**src/design/tcc_pkg.sv**
```systemverilog
`timescale 1ns / 1ps
// ============================================================================
// Text console cursor: shared types and constants
// Character codes, register indexes, the register file record and the
// queue entry that passes from the front end to the back end.
// ============================================================================
`default_nettype none

package tcc_pkg;

    // Character codes with a meaning of their own.
    localparam logic [7:0] CODE_BACKSPACE = 8'd8;
    localparam logic [7:0] CODE_TAB       = 8'd9;
    localparam logic [7:0] CODE_NEWLINE   = 8'd10;
    localparam logic [7:0] CODE_SPACE     = 8'd32;

    // Largest pixel position a 12-bit coordinate can hold.
    localparam logic [11:0] POS_MAX = 12'd4095;

    // Configuration register indexes.
    localparam int unsigned CFG_INDEX_W = 3;
    localparam logic [CFG_INDEX_W-1:0] REG_FRAME_BASE    = 3'd0;
    localparam logic [CFG_INDEX_W-1:0] REG_SCREEN_WIDTH  = 3'd1;
    localparam logic [CFG_INDEX_W-1:0] REG_SCREEN_HEIGHT = 3'd2;
    localparam logic [CFG_INDEX_W-1:0] REG_CELL_WIDTH    = 3'd3;
    localparam logic [CFG_INDEX_W-1:0] REG_CELL_HEIGHT   = 3'd4;
    localparam logic [CFG_INDEX_W-1:0] REG_TAB_WIDTH     = 3'd5;

    // Register reset values.
    localparam logic [63:0] RST_FRAME_BASE    = 64'hFFFF_8000_00A0_0000;
    localparam logic [11:0] RST_SCREEN_WIDTH  = 12'd1440;
    localparam logic [11:0] RST_SCREEN_HEIGHT = 12'd900;
    localparam logic [5:0]  RST_CELL_WIDTH    = 6'd8;
    localparam logic [5:0]  RST_CELL_HEIGHT   = 6'd16;
    localparam logic [11:0] RST_TAB_WIDTH     = 12'd64;

    typedef struct packed {
        logic [63:0] frame_base;
        logic [11:0] screen_width;
        logic [11:0] screen_height;
        logic [5:0]  cell_width;
        logic [5:0]  cell_height;
        logic [11:0] tab_width;
    } cfg_t;

    // Operation class decided by the front end.
    typedef enum logic [1:0] {
        OP_PRINT     = 2'd0,
        OP_BACKSPACE = 2'd1,
        OP_TAB       = 2'd2,
        OP_NEWLINE   = 2'd3
    } op_t;

    typedef struct packed {
        op_t         op;
        logic [7:0]  code;
        logic [31:0] fg;
        logic [31:0] bg;
    } q_entry_t;

    // Handshake between the back end and the tab stop unit.
    typedef struct packed {
        logic start;
        logic ack;
    } tab_ctrl_t;

    typedef struct packed {
        logic        idle;
        logic        done;
        logic [11:0] rem;
    } tab_stat_t;

    // One draw request as it moves down the back end pipeline.
    typedef struct packed {
        logic [11:0] x;
        logic [11:0] y;
        logic [7:0]  glyph;
        logic [31:0] fg;
        logic [31:0] bg;
    } draw_t;

endpackage

`default_nettype wire

```
**src/design/tcc_front.sv**
```systemverilog
`timescale 1ns / 1ps
// ============================================================================
// Text console cursor: front end
// Accepts one character transaction per cycle into an input register while
// the command queue has room, classifies the code and pushes the entry there.
// ============================================================================
`default_nettype none

module tcc_front
    import tcc_pkg::*;
(
    input  wire logic        clk,
    input  wire logic        rst_n,
    input  wire logic        in_valid,
    output logic             in_stall,
    input  wire logic [7:0]  char_code,
    input  wire logic [31:0] fore_colour,
    input  wire logic [31:0] back_colour,
    output logic             push,
    output q_entry_t         push_data,
    input  wire logic        full
);

    logic     valid_reg;
    logic     valid_next;
    q_entry_t entry_reg;
    logic     accept;
    op_t      op_class;

    // The input register holds until the queue has room.
    assign in_stall = valid_reg && full;
    assign accept   = in_valid && !in_stall;
    assign push     = valid_reg && !full;
    assign push_data = entry_reg;

    // Sort the character into its operation class.
    always_comb
    begin
        case (char_code)
            CODE_BACKSPACE: op_class = OP_BACKSPACE;
            CODE_TAB:       op_class = OP_TAB;
            CODE_NEWLINE:   op_class = OP_NEWLINE;
            default:        op_class = OP_PRINT;
        endcase
    end

    always_comb
    begin
        valid_next = valid_reg;
        if (accept)
        begin
            valid_next = 1'b1;
        end
        else if (push)
        begin
            valid_next = 1'b0;
        end
    end

    always_ff @(posedge clk or negedge rst_n)
    begin
        if (!rst_n)
        begin
            valid_reg <= 1'b0;
        end
        else
        begin
            valid_reg <= valid_next;
        end
    end

    // Payload capture needs no reset.
    always_ff @(posedge clk)
    begin
        if (accept)
        begin
            entry_reg <= '{op: op_class, code: char_code, fg: fore_colour, bg: back_colour};
        end
    end

endmodule

`default_nettype wire

```
**src/design/tcc_queue.sv**
```systemverilog
`timescale 1ns / 1ps
// ============================================================================
// Text console cursor: command queue
// Short first-in first-out buffer between the front end and the back end,
// so that each side can stall without holding the other.
// ============================================================================
`default_nettype none

module tcc_queue
    import tcc_pkg::*;
#(
    parameter int unsigned DEPTH = 4
)
(
    input  wire logic     clk,
    input  wire logic     rst_n,
    input  wire logic     push,
    input  wire q_entry_t push_data,
    output logic          full,
    input  wire logic     pop,
    output logic          head_valid,
    output q_entry_t      head_data
);

    localparam int unsigned PW = (DEPTH > 1) ? $clog2(DEPTH) : 1;
    localparam int unsigned CW = $clog2(DEPTH + 1);
    localparam logic [PW-1:0] LAST = PW'(DEPTH - 1);

    q_entry_t        mem [DEPTH];
    logic [PW-1:0]   wr_ptr_reg;
    logic [PW-1:0]   wr_ptr_next;
    logic [PW-1:0]   rd_ptr_reg;
    logic [PW-1:0]   rd_ptr_next;
    logic [CW-1:0]   count_reg;
    logic [CW-1:0]   count_next;

    assign full       = (count_reg == CW'(DEPTH));
    assign head_valid = (count_reg != '0);
    assign head_data  = mem[rd_ptr_reg];

    // Pointer and fill count update.
    always_comb
    begin
        wr_ptr_next = wr_ptr_reg;
        rd_ptr_next = rd_ptr_reg;
        count_next  = count_reg;
        if (push)
        begin
            wr_ptr_next = (wr_ptr_reg == LAST) ? '0 : wr_ptr_reg + 1'b1;
        end
        if (pop)
        begin
            rd_ptr_next = (rd_ptr_reg == LAST) ? '0 : rd_ptr_reg + 1'b1;
        end
        if (push && !pop)
        begin
            count_next = count_reg + 1'b1;
        end
        else if (pop && !push)
        begin
            count_next = count_reg - 1'b1;
        end
    end

    always_ff @(posedge clk or negedge rst_n)
    begin
        if (!rst_n)
        begin
            wr_ptr_reg <= '0;
            rd_ptr_reg <= '0;
            count_reg  <= '0;
        end
        else
        begin
            wr_ptr_reg <= wr_ptr_next;
            rd_ptr_reg <= rd_ptr_next;
            count_reg  <= count_next;
        end
    end

    // Entry storage.
    always_ff @(posedge clk)
    begin
        if (push)
        begin
            mem[wr_ptr_reg] <= push_data;
        end
    end

endmodule

`default_nettype wire

```
**src/design/tcc_tab_unit.sv**
```systemverilog
`timescale 1ns / 1ps
// ============================================================================
// Text console cursor: tab stop unit
// Finds the cursor position modulo the tab width by restoring division,
// one quotient bit per cycle, so the next tab stop is x - rem + width.
// ============================================================================
`default_nettype none

module tcc_tab_unit
    import tcc_pkg::*;
(
    input  wire logic        clk,
    input  wire logic        rst_n,
    input  wire tab_ctrl_t   ctrl,
    input  wire logic [11:0] dividend,
    input  wire logic [11:0] divisor,
    output tab_stat_t        stat
);

    typedef enum logic [2:0] {
        ST_IDLE = 3'b001,
        ST_BUSY = 3'b010,
        ST_DONE = 3'b100
    } tab_state_t;

    tab_state_t  state_reg;
    tab_state_t  state_next;
    logic [3:0]  bit_reg;
    logic [3:0]  bit_next;
    logic [11:0] rem_reg;
    logic [11:0] rem_next;
    logic [12:0] trial;

    // One restoring step: shift in the next dividend bit and subtract if it fits.
    assign trial = {rem_reg, dividend[bit_reg]};

    always_comb
    begin
        state_next = state_reg;
        bit_next   = bit_reg;
        rem_next   = rem_reg;
        case (state_reg)
            ST_IDLE:
            begin
                if (ctrl.start)
                begin
                    state_next = ST_BUSY;
                    bit_next   = 4'd11;
                    rem_next   = '0;
                end
            end
            ST_BUSY:
            begin
                if (trial >= {1'b0, divisor})
                begin
                    rem_next = 12'(trial - {1'b0, divisor});
                end
                else
                begin
                    rem_next = trial[11:0];
                end
                bit_next = bit_reg - 1'b1;
                if (bit_reg == 4'd0)
                begin
                    state_next = ST_DONE;
                end
            end
            ST_DONE:
            begin
                if (ctrl.ack)
                begin
                    state_next = ST_IDLE;
                end
            end
            default:
            begin
                state_next = ST_IDLE;
            end
        endcase
    end

    always_ff @(posedge clk or negedge rst_n)
    begin
        if (!rst_n)
        begin
            state_reg <= ST_IDLE;
            bit_reg   <= '0;
        end
        else
        begin
            state_reg <= state_next;
            bit_reg   <= bit_next;
        end
    end

    always_ff @(posedge clk)
    begin
        rem_reg <= rem_next;
    end

    assign stat = '{idle: (state_reg == ST_IDLE), done: (state_reg == ST_DONE), rem: rem_reg};

endmodule

`default_nettype wire

```
**src/design/tcc_back.sv**
```systemverilog
`timescale 1ns / 1ps
// ============================================================================
// Text console cursor: back end
// Pops classified commands, keeps the pixel cursor, and sends draw requests
// through a multiply stage and an address stage to the output register.
// ============================================================================
`default_nettype none

module tcc_back
    import tcc_pkg::*;
(
    input  wire logic         clk,
    input  wire logic         rst_n,
    input  wire cfg_t         cfg,
    input  wire logic         head_valid,
    input  wire q_entry_t     head_data,
    output logic              pop,
    output logic              out_valid,
    input  wire logic         out_stall,
    output logic [11:0]       cell_x,
    output logic [11:0]       cell_y,
    output logic [63:0]       pixel_address,
    output logic [7:0]        glyph,
    output logic [31:0]       draw_fore,
    output logic [31:0]       draw_back
);

    logic [11:0] cursor_x_reg;
    logic [11:0] cursor_x_next;
    logic [11:0] cursor_y_reg;
    logic [11:0] cursor_y_next;

    logic        e_valid_reg;
    draw_t       e_draw_reg;
    logic        m_valid_reg;
    draw_t       m_draw_reg;
    logic [23:0] m_prod_reg;
    logic        o_valid_reg;
    draw_t       o_draw_reg;
    logic [63:0] o_addr_reg;

    logic        adv;
    logic        emit;
    draw_t       emit_draw;
    logic [11:0] tab_div;
    logic [11:0] y_step;
    logic [12:0] tab_stop;
    logic [12:0] x_sum;
    logic [11:0] x_print;
    logic [11:0] y_print;
    logic [24:0] offset;

    tab_ctrl_t   tab_ctrl;
    tab_stat_t   tab_stat;

    // Next text row, wrapping to the top when it would pass the bottom.
    function automatic logic [11:0] line_step(input logic [11:0] y, input logic [5:0] ch,
                                              input logic [11:0] sh);
        logic [12:0] n;
        n = {1'b0, y} + {7'b0, ch};
        return (n >= {1'b0, sh}) ? 12'd0 : n[11:0];
    endfunction

    // The whole pipeline moves unless a finished result is held at the output.
    assign adv = !(o_valid_reg && out_stall);

    assign tab_div = (cfg.tab_width == '0) ? 12'd1 : cfg.tab_width;

    // A tab waits for the remainder unit; other commands leave as soon as the pipeline moves.
    assign pop = head_valid && adv && ((head_data.op != OP_TAB) || tab_stat.done);
    assign tab_ctrl.start = head_valid && (head_data.op == OP_TAB) && tab_stat.idle;
    assign tab_ctrl.ack   = pop && (head_data.op == OP_TAB);

    tcc_tab_unit u_tab_unit (
        .clk      (clk),
        .rst_n    (rst_n),
        .ctrl     (tab_ctrl),
        .dividend (cursor_x_reg),
        .divisor  (tab_div),
        .stat     (tab_stat)
    );

    assign y_step   = line_step(cursor_y_reg, cfg.cell_height, cfg.screen_height);
    assign tab_stop = {1'b0, cursor_x_reg} - {1'b0, tab_stat.rem} + {1'b0, tab_div};

    // A printable first wraps the row when the cursor sits past the right edge.
    assign x_print = (cursor_x_reg >= cfg.screen_width) ? 12'd0 : cursor_x_reg;
    assign y_print = (cursor_x_reg >= cfg.screen_width) ? y_step : cursor_y_reg;
    assign x_sum   = {1'b0, x_print} + {7'b0, cfg.cell_width};

    // Cursor update and draw request for the command at the queue head.
    always_comb
    begin
        cursor_x_next = cursor_x_reg;
        cursor_y_next = cursor_y_reg;
        emit          = 1'b0;
        emit_draw     = '{x: x_print, y: y_print, glyph: head_data.code,
                          fg: head_data.fg, bg: head_data.bg};
        case (head_data.op)
            OP_BACKSPACE:
            begin
                if (cursor_x_reg >= {6'b0, cfg.cell_width})
                begin
                    cursor_x_next = cursor_x_reg - {6'b0, cfg.cell_width};
                end
                else if (cursor_y_reg != '0)
                begin
                    cursor_y_next = (cursor_y_reg >= {6'b0, cfg.cell_height}) ?
                                    cursor_y_reg - {6'b0, cfg.cell_height} : 12'd0;
                    cursor_x_next = (cfg.screen_width >= {6'b0, cfg.cell_width}) ?
                                    cfg.screen_width - {6'b0, cfg.cell_width} : 12'd0;
                end
                emit = 1'b1;
                emit_draw.x     = cursor_x_next;
                emit_draw.y     = cursor_y_next;
                emit_draw.glyph = CODE_SPACE;
            end
            OP_NEWLINE:
            begin
                cursor_x_next = '0;
                cursor_y_next = y_step;
            end
            OP_TAB:
            begin
                if (tab_stop >= {1'b0, cfg.screen_width})
                begin
                    cursor_x_next = '0;
                    cursor_y_next = y_step;
                end
                else
                begin
                    cursor_x_next = tab_stop[11:0];
                end
            end
            default:
            begin
                emit          = 1'b1;
                cursor_y_next = y_print;
                cursor_x_next = x_sum[12] ? POS_MAX : x_sum[11:0];
            end
        endcase
    end

    assign offset = {1'b0, m_prod_reg} + {13'b0, m_draw_reg.x};

    // Control state of the cursor and the pipeline stages.
    always_ff @(posedge clk or negedge rst_n)
    begin
        if (!rst_n)
        begin
            cursor_x_reg <= '0;
            cursor_y_reg <= '0;
            e_valid_reg  <= 1'b0;
            m_valid_reg  <= 1'b0;
            o_valid_reg  <= 1'b0;
        end
        else
        begin
            if (pop)
            begin
                cursor_x_reg <= cursor_x_next;
                cursor_y_reg <= cursor_y_next;
            end
            if (adv)
            begin
                e_valid_reg <= pop && emit;
                m_valid_reg <= e_valid_reg;
                o_valid_reg <= m_valid_reg;
            end
        end
    end

    // Payload stages: row multiply, then the byte address.
    always_ff @(posedge clk)
    begin
        if (adv)
        begin
            e_draw_reg <= emit_draw;
            m_draw_reg <= e_draw_reg;
            m_prod_reg <= e_draw_reg.y * cfg.screen_width;
            o_draw_reg <= m_draw_reg;
            o_addr_reg <= cfg.frame_base + {37'b0, offset, 2'b00};
        end
    end

    assign out_valid     = o_valid_reg;
    assign cell_x        = o_draw_reg.x;
    assign cell_y        = o_draw_reg.y;
    assign pixel_address = o_addr_reg;
    assign glyph         = o_draw_reg.glyph;
    assign draw_fore     = o_draw_reg.fg;
    assign draw_back     = o_draw_reg.bg;

    // The cursor moves only when a command leaves the queue.
    a_cursor_hold : assert property (@(posedge clk) disable iff (!rst_n)
        !pop |=> $stable(cursor_x_reg) && $stable(cursor_y_reg))
        else $error("cursor moved without a command");

    // A tab never creates a draw request.
    a_tab_silent : assert property (@(posedge clk) disable iff (!rst_n)
        pop && (head_data.op == OP_TAB) |=> !e_valid_reg)
        else $error("tab produced a draw request");

    // A backspace always requests a space.
    a_backspace_draw : assert property (@(posedge clk) disable iff (!rst_n)
        pop && (head_data.op == OP_BACKSPACE) |=> e_valid_reg && (e_draw_reg.glyph == CODE_SPACE))
        else $error("backspace did not request a space");

endmodule

`default_nettype wire

```
**src/design/text_console_cursor.sv**
```systemverilog
`timescale 1ns / 1ps
// ============================================================================
// Text console cursor
// Tracks a pixel cursor over a character stream and issues cell draw
// requests with framebuffer addresses for a text console.
// ============================================================================
//
//  Channel   Direction  Handshake            Payload
//  input     in         in_valid/in_stall    char_code, fore_colour, back_colour
//  output    out        out_valid/out_stall  cell_x, cell_y, pixel_address, glyph,
//                                            draw_fore, draw_back
//  config    in         cfg_we               cfg_index, cfg_data
//
//  Printable, backspace and newline characters leave the back end while it is
//  not stalled; a tab holds it until the 12-step remainder unit has finished.
//  A draw request passes input, queue, emit, multiply and output registers.
//  Reset clears the cursor to the top-left and loads the register defaults.
//  The command queue absorbs output stalls, so input keeps flowing until it fills.
//
`default_nettype none

module text_console_cursor
    import tcc_pkg::*;
#(
    parameter int unsigned QUEUE_DEPTH = 4
)
(
    input  wire logic                   clk,
    input  wire logic                   rst_n,
    input  wire logic                   cfg_we,
    input  wire logic [CFG_INDEX_W-1:0] cfg_index,
    input  wire logic [63:0]            cfg_data,
    input  wire logic                   in_valid,
    output logic                        in_stall,
    input  wire logic [7:0]             char_code,
    input  wire logic [31:0]            fore_colour,
    input  wire logic [31:0]            back_colour,
    output logic                        out_valid,
    input  wire logic                   out_stall,
    output logic [11:0]                 cell_x,
    output logic [11:0]                 cell_y,
    output logic [63:0]                 pixel_address,
    output logic [7:0]                  glyph,
    output logic [31:0]                 draw_fore,
    output logic [31:0]                 draw_back
);

    cfg_t     cfg_reg;
    cfg_t     cfg_next;
    logic     push;
    q_entry_t push_data;
    logic     full;
    logic     pop;
    logic     head_valid;
    q_entry_t head_data;

    // Register write decode.
    always_comb
    begin
        cfg_next = cfg_reg;
        if (cfg_we)
        begin
            case (cfg_index)
                REG_FRAME_BASE:    cfg_next.frame_base    = cfg_data;
                REG_SCREEN_WIDTH:  cfg_next.screen_width  = cfg_data[11:0];
                REG_SCREEN_HEIGHT: cfg_next.screen_height = cfg_data[11:0];
                REG_CELL_WIDTH:    cfg_next.cell_width    = cfg_data[5:0];
                REG_CELL_HEIGHT:   cfg_next.cell_height   = cfg_data[5:0];
                REG_TAB_WIDTH:     cfg_next.tab_width     = cfg_data[11:0];
                default:           cfg_next = cfg_reg;
            endcase
        end
    end

    always_ff @(posedge clk or negedge rst_n)
    begin
        if (!rst_n)
        begin
            cfg_reg <= '{frame_base: RST_FRAME_BASE, screen_width: RST_SCREEN_WIDTH,
                         screen_height: RST_SCREEN_HEIGHT, cell_width: RST_CELL_WIDTH,
                         cell_height: RST_CELL_HEIGHT, tab_width: RST_TAB_WIDTH};
        end
        else
        begin
            cfg_reg <= cfg_next;
        end
    end

    tcc_front u_front (
        .clk         (clk),
        .rst_n       (rst_n),
        .in_valid    (in_valid),
        .in_stall    (in_stall),
        .char_code   (char_code),
        .fore_colour (fore_colour),
        .back_colour (back_colour),
        .push        (push),
        .push_data   (push_data),
        .full        (full)
    );

    tcc_queue #(
        .DEPTH (QUEUE_DEPTH)
    ) u_queue (
        .clk        (clk),
        .rst_n      (rst_n),
        .push       (push),
        .push_data  (push_data),
        .full       (full),
        .pop        (pop),
        .head_valid (head_valid),
        .head_data  (head_data)
    );

    tcc_back u_back (
        .clk           (clk),
        .rst_n         (rst_n),
        .cfg           (cfg_reg),
        .head_valid    (head_valid),
        .head_data     (head_data),
        .pop           (pop),
        .out_valid     (out_valid),
        .out_stall     (out_stall),
        .cell_x        (cell_x),
        .cell_y        (cell_y),
        .pixel_address (pixel_address),
        .glyph         (glyph),
        .draw_fore     (draw_fore),
        .draw_back     (draw_back)
    );

endmodule

`default_nettype wire

```
**config.mk**
```make
export PLATFORM = sky130hd
export DESIGN_NAME = text_console_cursor
export DESIGN_NICKNAME = d
export VERILOG_FILES = /design/src/design/tcc_pkg.sv /design/src/design/tcc_front.sv /design/src/design/tcc_queue.sv /design/src/design/tcc_tab_unit.sv /design/src/design/tcc_back.sv /design/src/design/text_console_cursor.sv
export SDC_FILE = /design/constraint.sdc
export NUM_CORES = 2
export LEC_CHECK = 0
export BUFFER_PORTS_ARGS = -buffer_cell sky130_fd_sc_hd__clkbuf_2
export CAP_MARGIN = 10
export CORE_MARGIN = 5
export CORE_UTILIZATION = 45
export DETAILED_ROUTE_END_ITERATION = 7
export GPL_TIMING_DRIVEN = 1
export HOLD_SLACK_MARGIN = 0.08
export PLACE_DENSITY_LB_ADDON = 0.08
export SYNTH_ARGS = -nofsm -noshare
export SYNTH_HDL_FRONTEND = slang
export SYNTH_SLANG_ARGS = --single-unit
```
**constraint.sdc**
```tcl
create_clock -name clk -period 9.1 [get_ports clk]
set_clock_uncertainty 0.2 [all_clocks]
set_input_delay 0.455 -clock clk [delete_from_list [all_inputs] [get_ports clk]]
set_output_delay 0.455 -clock clk [all_outputs]
set_load 0.02 [all_outputs]
```
**Word-level counts from Yosys, hierarchy flattened**

Memory sizes are Yosys's and may differ from the RTL's.
Cells that the tools add are included.

- Add/subtract/negate cells: 15
- Multiply operators: 1
- Magnitude comparators: 8
- Eq/ne operators: 22
- Mux-type cells: 37
- Reduce and logical (&&, ||, !) cells: 36

Operators by type and width:

| cell | number |
|---|---|
| $mux W12 | 15 |
| $pmux W12 S3 | 2 |
| $add A64 B27 Y64 | 1 |
| $ge A13 B12 Y1 | 3 |
| $ge A12 B6 Y1 | 3 |
| $sub A12 B6 Y12 | 3 |
| $mux W32 | 1 |
| $add A12 B6 Y13 | 2 |
| $add A24 B12 Y25 | 1 |
| $eq A8 B4 Y1 const B | 3 |
| $mul A12 B12 Y24 | 1 |
| $pmux W12 S2 | 1 |
| $reduce_and A2 Y1 | 8 |
| $mux W3 | 5 |
| $add A13 B12 Y13 | 1 |
| $sub A12 B12 Y13 | 1 |
| $eq A3 B3 Y1 const B | 4 |
| $ge A12 B12 Y1 | 1 |
| $logic_and A1 B1 Y1 | 12 |
| $logic_not A12 Y1 | 1 |
| $reduce_bool A12 Y1 | 1 |
| $sub A12 B12 Y12 | 1 |
| $eq A3 B2 Y1 const B | 3 |
| $pmux W3 S3 | 1 |
| 24 further kinds | 44 |

- Bits in registers: 616
- RAM bits: 296
- Input port bits: 144
- Output and inout port bits: 162
- Word-level logic and storage cells: 159
- Memories: 1

Memory list:

| memory | depth | width | read ports | clocked after memory_dff | write ports | RTL line | source |
|---|---|---|---|---|---|---|---|
| u_queue.mem | 4 | 74 | 1 | 0 | 1 | tcc_queue.sv:29 | `q_entry_t mem [DEPTH];` |

**Logic depth before layout (Yosys ltp)**

- Depth after elaboration: 7
- Gate-level depth with buffers: 21
- Mapped depth without buffers: 20

**By module**

Synthesis repeated with hierarchy kept, for this count alone.

- Cells, all modules: 3037
- Area, all modules: 44071.0 um^2

By module, submodules not included:

| module | times used | cells each | area an instance (um^2) | seq. area each (um^2) |
|---|---|---|---|---|
| tcc_back | 1 | 2100 | 24353.4 | 11966.5 |
| tcc_queue | 1 | 424 | 11134.4 | 9063.7 |
| text_console_cursor | 1 | 241 | 4548.1 | 2840.2 |
| tcc_front | 1 | 83 | 2322.2 | 2247.2 |
| tcc_tab_unit | 1 | 189 | 1712.9 | 536.8 |

**Worst setup path before layout**

OpenSTA, ideal clock, no wires.

- Path type: input -> register
- From: input port out_stall
- To: register u_back.m_valid_reg
- Setup time: 108 ps
- Arrival: 9566 ps
- Data required time: 8792 ps
- Setup slack: -775 ps
- Stages on the path: 2
- Buffers on the path: 0
- Cells stage by stage: nand2_1 mux2_2

- Cells in the longest elaborated chain, start to end: 1

RTL lines:

| item | RTL line | source |
|---|---|---|
| start: declaration | text_console_cursor.sv:39 | `input wire logic out_stall,` |
| $logic_and A1 B1 Y1 | tcc_back.sv:65 | `assign adv = !(o_valid_reg && out_stall);` |
| end signal: assignment | tcc_back.sv:167 | `m_valid_reg <= e_valid_reg;` |
| end: declaration | tcc_back.sv:35 | `logic m_valid_reg;` |

No other way between the ends.
A chain may end at the register's enable or synchronous reset.

**Final worst setup path**

- From: register cfg_reg[41] (netlist name)
- To: register u_back.m_prod_reg[23], data pin

- Cells in the longest elaborated chain, start to end: 1

RTL lines:

| item | RTL line | source |
|---|---|---|
| start: declaration | text_console_cursor.sv:48 | `cfg_t cfg_reg;` |
| start signal: assignment | text_console_cursor.sv:79 | `cfg_reg <= '{frame_base: RST_FRAME_BASE, screen_width: RST_SCREEN_WIDTH,` |
| start signal: assignment | text_console_cursor.sv:85 | `cfg_reg <= cfg_next;` |
| $mul A12 B12 Y24 | tcc_back.sv:180 | `m_prod_reg <= e_draw_reg.y * cfg.screen_width;` |
| end signal: assignment | tcc_back.sv:180 |  |
| end: declaration | tcc_back.sv:37 | `logic [23:0] m_prod_reg;` |

No other way between the ends.

==> impl_metrics.csv <==
group,metric,value,unit
cells_and_area,design.final.nets,3977,
logic_synthesis,area_of_the_mapped_netlist,43260,µm²
floorplanning,core,95150,µm²
setup_path,critPathLaunchType,"flip-flop",
setup_path,critPathRequiredTime,9.30,ns
cells_and_area,most_common_cell_after_layout_fill_and_taps_aside,"sky130_fd_sc_hd__edfxtp_1",
setup_path,worstRegToRegCells,18,
timing,final_hold_viol_count,0,
placement,buffer_ports.inserted,305,
placement,detailed_place_hpwl,69.92,mm
logic_synthesis,main_combinational_cell_family_by_area_after_synthesis,"adder cells",
clock_tree,cts_tree,"yes",
logic_synthesis,yosysUniqueCellTypes,85,
floorplanning,dieWidth,320.0,µm
setup_path,path_common_cell,"sky130_fd_sc_hd__fa_1",
logic_synthesis,count_of_flip_flops_with_a_built_in_enable_after_synthesis,758,
timing,finalSetupTns,0,ns
setup_path,timing.critical_path.arrival,6.39,ns
logic_synthesis,ys_async_sr_fraction,0.1689,
route,firstDrtPassIters,5,
timing,tightestPinTransition,1.246,ns
clock_tree,cts.sinks,912,
setup_path,timing.critical_path.to_type,"flip-flop",
grt,globalRouteTotalUtil,0.1993,
clock_tree,clock_latency,0.68,ns
grt,grt_max_degree,143,
floorplanning,row_count,113,
cells_and_area,ff_latch_area,26660,µm²
floorplanning,boundaryPins,306,
route,drt-total-wl,102.3,mm
route,via_count,25970,
floorplanning,chipHeight,320.0,µm
cells_and_area,area.growth.synth_to_final,17.73,%
floorplanning,die-area,102400,µm²
logic_synthesis,synth_warnings,0,
cells_and_area,multiInputGateArea,15370,µm²
run_status,status,"finished, final reports clean",
clock_tree,numCtsBuffers,98,
timing,timing_max_transition_violations_final,0,
timing,maxSlewHeadroom,0.1647,
clock_tree,postCtsSetupRepairBufs,0,
grt,grt_overflow_total,0,
clock_tree,cts_hold_buffers,139,
grt,grt_antenna_before_repair,5,
logic_synthesis,synth_mux_area_frac,0.06505,
floorplanning,initial_core_util,0.4546,
cells_and_area,largest_register_ff_count,296,
clock_tree,clockBufferDepth,3,
timing,max_freq,0.1616,GHz
clock_tree,cts-resized-gates,0,
logic_synthesis,synth.largest_area_cell,"sky130_fd_sc_hd__edfxtp_1",
route,drc,0,
logic_synthesis,synthesis.area_per_instance,14.19,µm²
logic_synthesis,dominantRegCellSynth,"sky130_fd_sc_hd__edfxtp_1",
route,route.antenna.remaining_nets,0,
cells_and_area,fillers,7898,
timing,layout_min_cycle_time,6.188,ns
setup_path,crit_path_cell_trace,"nand2_1 > fa_1 > inv_1 > ha_1 > fa_1 > inv_1 > fa_1 > fa_1 > inv_1 > ha_1 > a21oi_1 > o22ai_1 > a2111oi_0 > o311ai_0 > nand2_1 > o2111ai_1 > a21oi_1 > xnor2_1",
logic_synthesis,synth_simple_gate_area_share,0.07926,
clock_tree,ctsRootBufferMaster,"sky130_fd_sc_hd__clkbuf_16",
logic_synthesis,synthesis.instances,3049,
timing,period_share,0.6799,
grt,grt_first_pass_wirelength,160.3,mm
route,route.detailed.vias_per_inst,5.338,
setup_path,worstPathMaxFanout,14,
clock_tree,htree_levels,3,
placement,global_placer_s_final_weighted_congestion,0.9005,
hold_path,min-delay-path-class,"primary input to async pin",
cells_and_area,layout-drive-gt1-share,0.1964,
setup_path,critical-path-max-stage-delay,0.88,ns
route,drt_iter0_markers,1664,
logic_synthesis,netlist_top_cells_area,"sky130_fd_sc_hd__edfxtp_1 53%, sky130_fd_sc_hd__dfrtp_1 7.1%, sky130_fd_sc_hd__ha_1 5.7%",
logic_synthesis,synth_xor_xnor_area_share,0.02956,
logic_synthesis,synth_fp_nets,3511,
clock_tree,cts.reportedPaths.clkPinSlew,0.06,ns
setup_path,critical_path.slowest_cell,"sky130_fd_sc_hd__a2111oi_0",
logic_synthesis,yosys.area_share.adder,0.1130,
timing,rsz0062_at_grt,"false",
timing,finalSetupViolations,0,
route,wire_per_inst,21.03,µm
logic_synthesis,flip_flop_and_latch_count_after_synthesis,912,
logic_synthesis,yosys.area.top_type_share,0.5262,
logic_synthesis,synth_compound_gate_area_share,0.06650,
job,drv.max_cap_violation_count,0,
cells_and_area,commonest_non_fill_non_tap_cells_in_the_layout,"758 x sky130_fd_sc_hd__edfxtp_1, 304 x sky130_fd_sc_hd__clkbuf_2, 243 x sky130_fd_sc_hd__inv_1, 241 x sky130_fd_sc_hd__nand2_1, 197 x sky130_fd_sc_hd__ha_1",
logic_synthesis,sequential_to_total_area_share_from_yosys_stat,0.6162,
grt,grt_pass1_vias,27410,
setup_path,setup.worst_path.class,"flip-flop to flip-flop",
==> routing by layer <==
| layer | global-route usage | routed length [µm] | vias to the layer above |
|---|---|---|---|
| li1 | - | - | 12090 |
| met1 | 0.2713 | 45020 | 13020 |
| met2 | 0.3288 | 48660 | 685 |
| met3 | 0.03927 | 5862 | 170 |
| met4 | 0.05883 | 2791 | 0 |
| met5 | 0 | 0 | - |
==> cell usage after synthesis (20+ instances only) <==
cell and instances:
sky130_fd_sc_hd__nand2_1 242, sky130_fd_sc_hd__clkbuf_1 84, sky130_fd_sc_hd__and3_1 22, sky130_fd_sc_hd__nand3_1 38, sky130_fd_sc_hd__nor4_1 20, sky130_fd_sc_hd__nor2_1 146
sky130_fd_sc_hd__and2_1 62, sky130_fd_sc_hd__inv_1 243, sky130_fd_sc_hd__nand2b_1 24, sky130_fd_sc_hd__edfxtp_1 758, sky130_fd_sc_hd__xor2_1 59, sky130_fd_sc_hd__o21ai_0 113
sky130_fd_sc_hd__ha_1 197, sky130_fd_sc_hd__a21o_1 37, sky130_fd_sc_hd__mux2_2 87, sky130_fd_sc_hd__o21a_1 26, sky130_fd_sc_hd__a21oi_1 105, sky130_fd_sc_hd__xnor2_1 87
sky130_fd_sc_hd__nor2b_1 30, sky130_fd_sc_hd__dfstp_2 31, sky130_fd_sc_hd__dfrtp_1 123, sky130_fd_sc_hd__nor3_1 48, sky130_fd_sc_hd__a211oi_1 25, sky130_fd_sc_hd__mux4_2 77
sky130_fd_sc_hd__fa_1 121, sky130_fd_sc_hd__nand4_1 26
==> critical path, delay by kind of cell (launching register included) <==
family | cells | cell delay [ns]
AND/OR/NAND/NOR | 2 | 0.31
buffers and inverters | 3 | 0.13
AO/OA/AOI/OAI | 6 | 1.83
flip-flops | 1 | 0.71
adder cells (fa/ha/maj) | 6 | 2.64
XOR/XNOR | 1 | 0.09
==> kinds of logic after synthesis <==
| logic type | count (synthesis) |
|---|---|
| muxes | 174 |
| adders and majority gates | 318 |
| DFF | 912 |
| AOI/OAI and AO/OA | 442 |
| buffers and inverters | 347 |
| and+or+nand+nor | 710 |
| xor gates and xnor gates | 146 |
==> area by class of cell <==
class                      count  share of cell area
antenna                        2          0.00009828
clock buffer                 130             0.05295
clock inverter                54             0.01096
inverter                     244             0.01799
multi-input combinational   1790              0.3018
sequential                   912              0.5236
tap                         1265             0.03108
timing repair buffer         469             0.06160
==> per-stage QoR <==
stage / setup WS (ns) / instance area [µm²] / util / hold slack, ns / std cells
4_1_cts: 2.902 / 50920 / 0.5351 / 0.1204 / 4864
3_3_place_gp: 3.070 / 46270 / 0.4863 / 0.2006 / 4541
3_5_place_dp: 2.942 / 46270 / 0.4863 / 0.2045 / 4541
5_1_grt: 2.532 / 50920 / 0.5352 / 0.1801 / 4865
6_report: 2.912 / 50920 / 0.5352 / 0.1567 / 4866
2_1_floorplan: 3.140 / 43260 / - / -0.04059 / 3049
==> worst paths after layout <==
kind	startpoint	endpoint	slack [ns]
max in group asynchronous	rst_n	u_queue.rd_ptr_reg[1]	7.21
min reg2reg	u_back.m_draw_reg[39]	u_back.draw_fore[7]	0.21
min	rst_n	cfg_reg[59]	0.16
min in group clk	cfg_we	cfg_reg[14]	0.21
max reg2reg	cfg_reg[41]	u_back.m_prod_reg[23]	2.91
max	cfg_reg[41]	u_back.m_prod_reg[23]	2.91
Power is not shown: default switching activity piles up to over one toggle a cycle in this logic, so the estimate is an artifact.
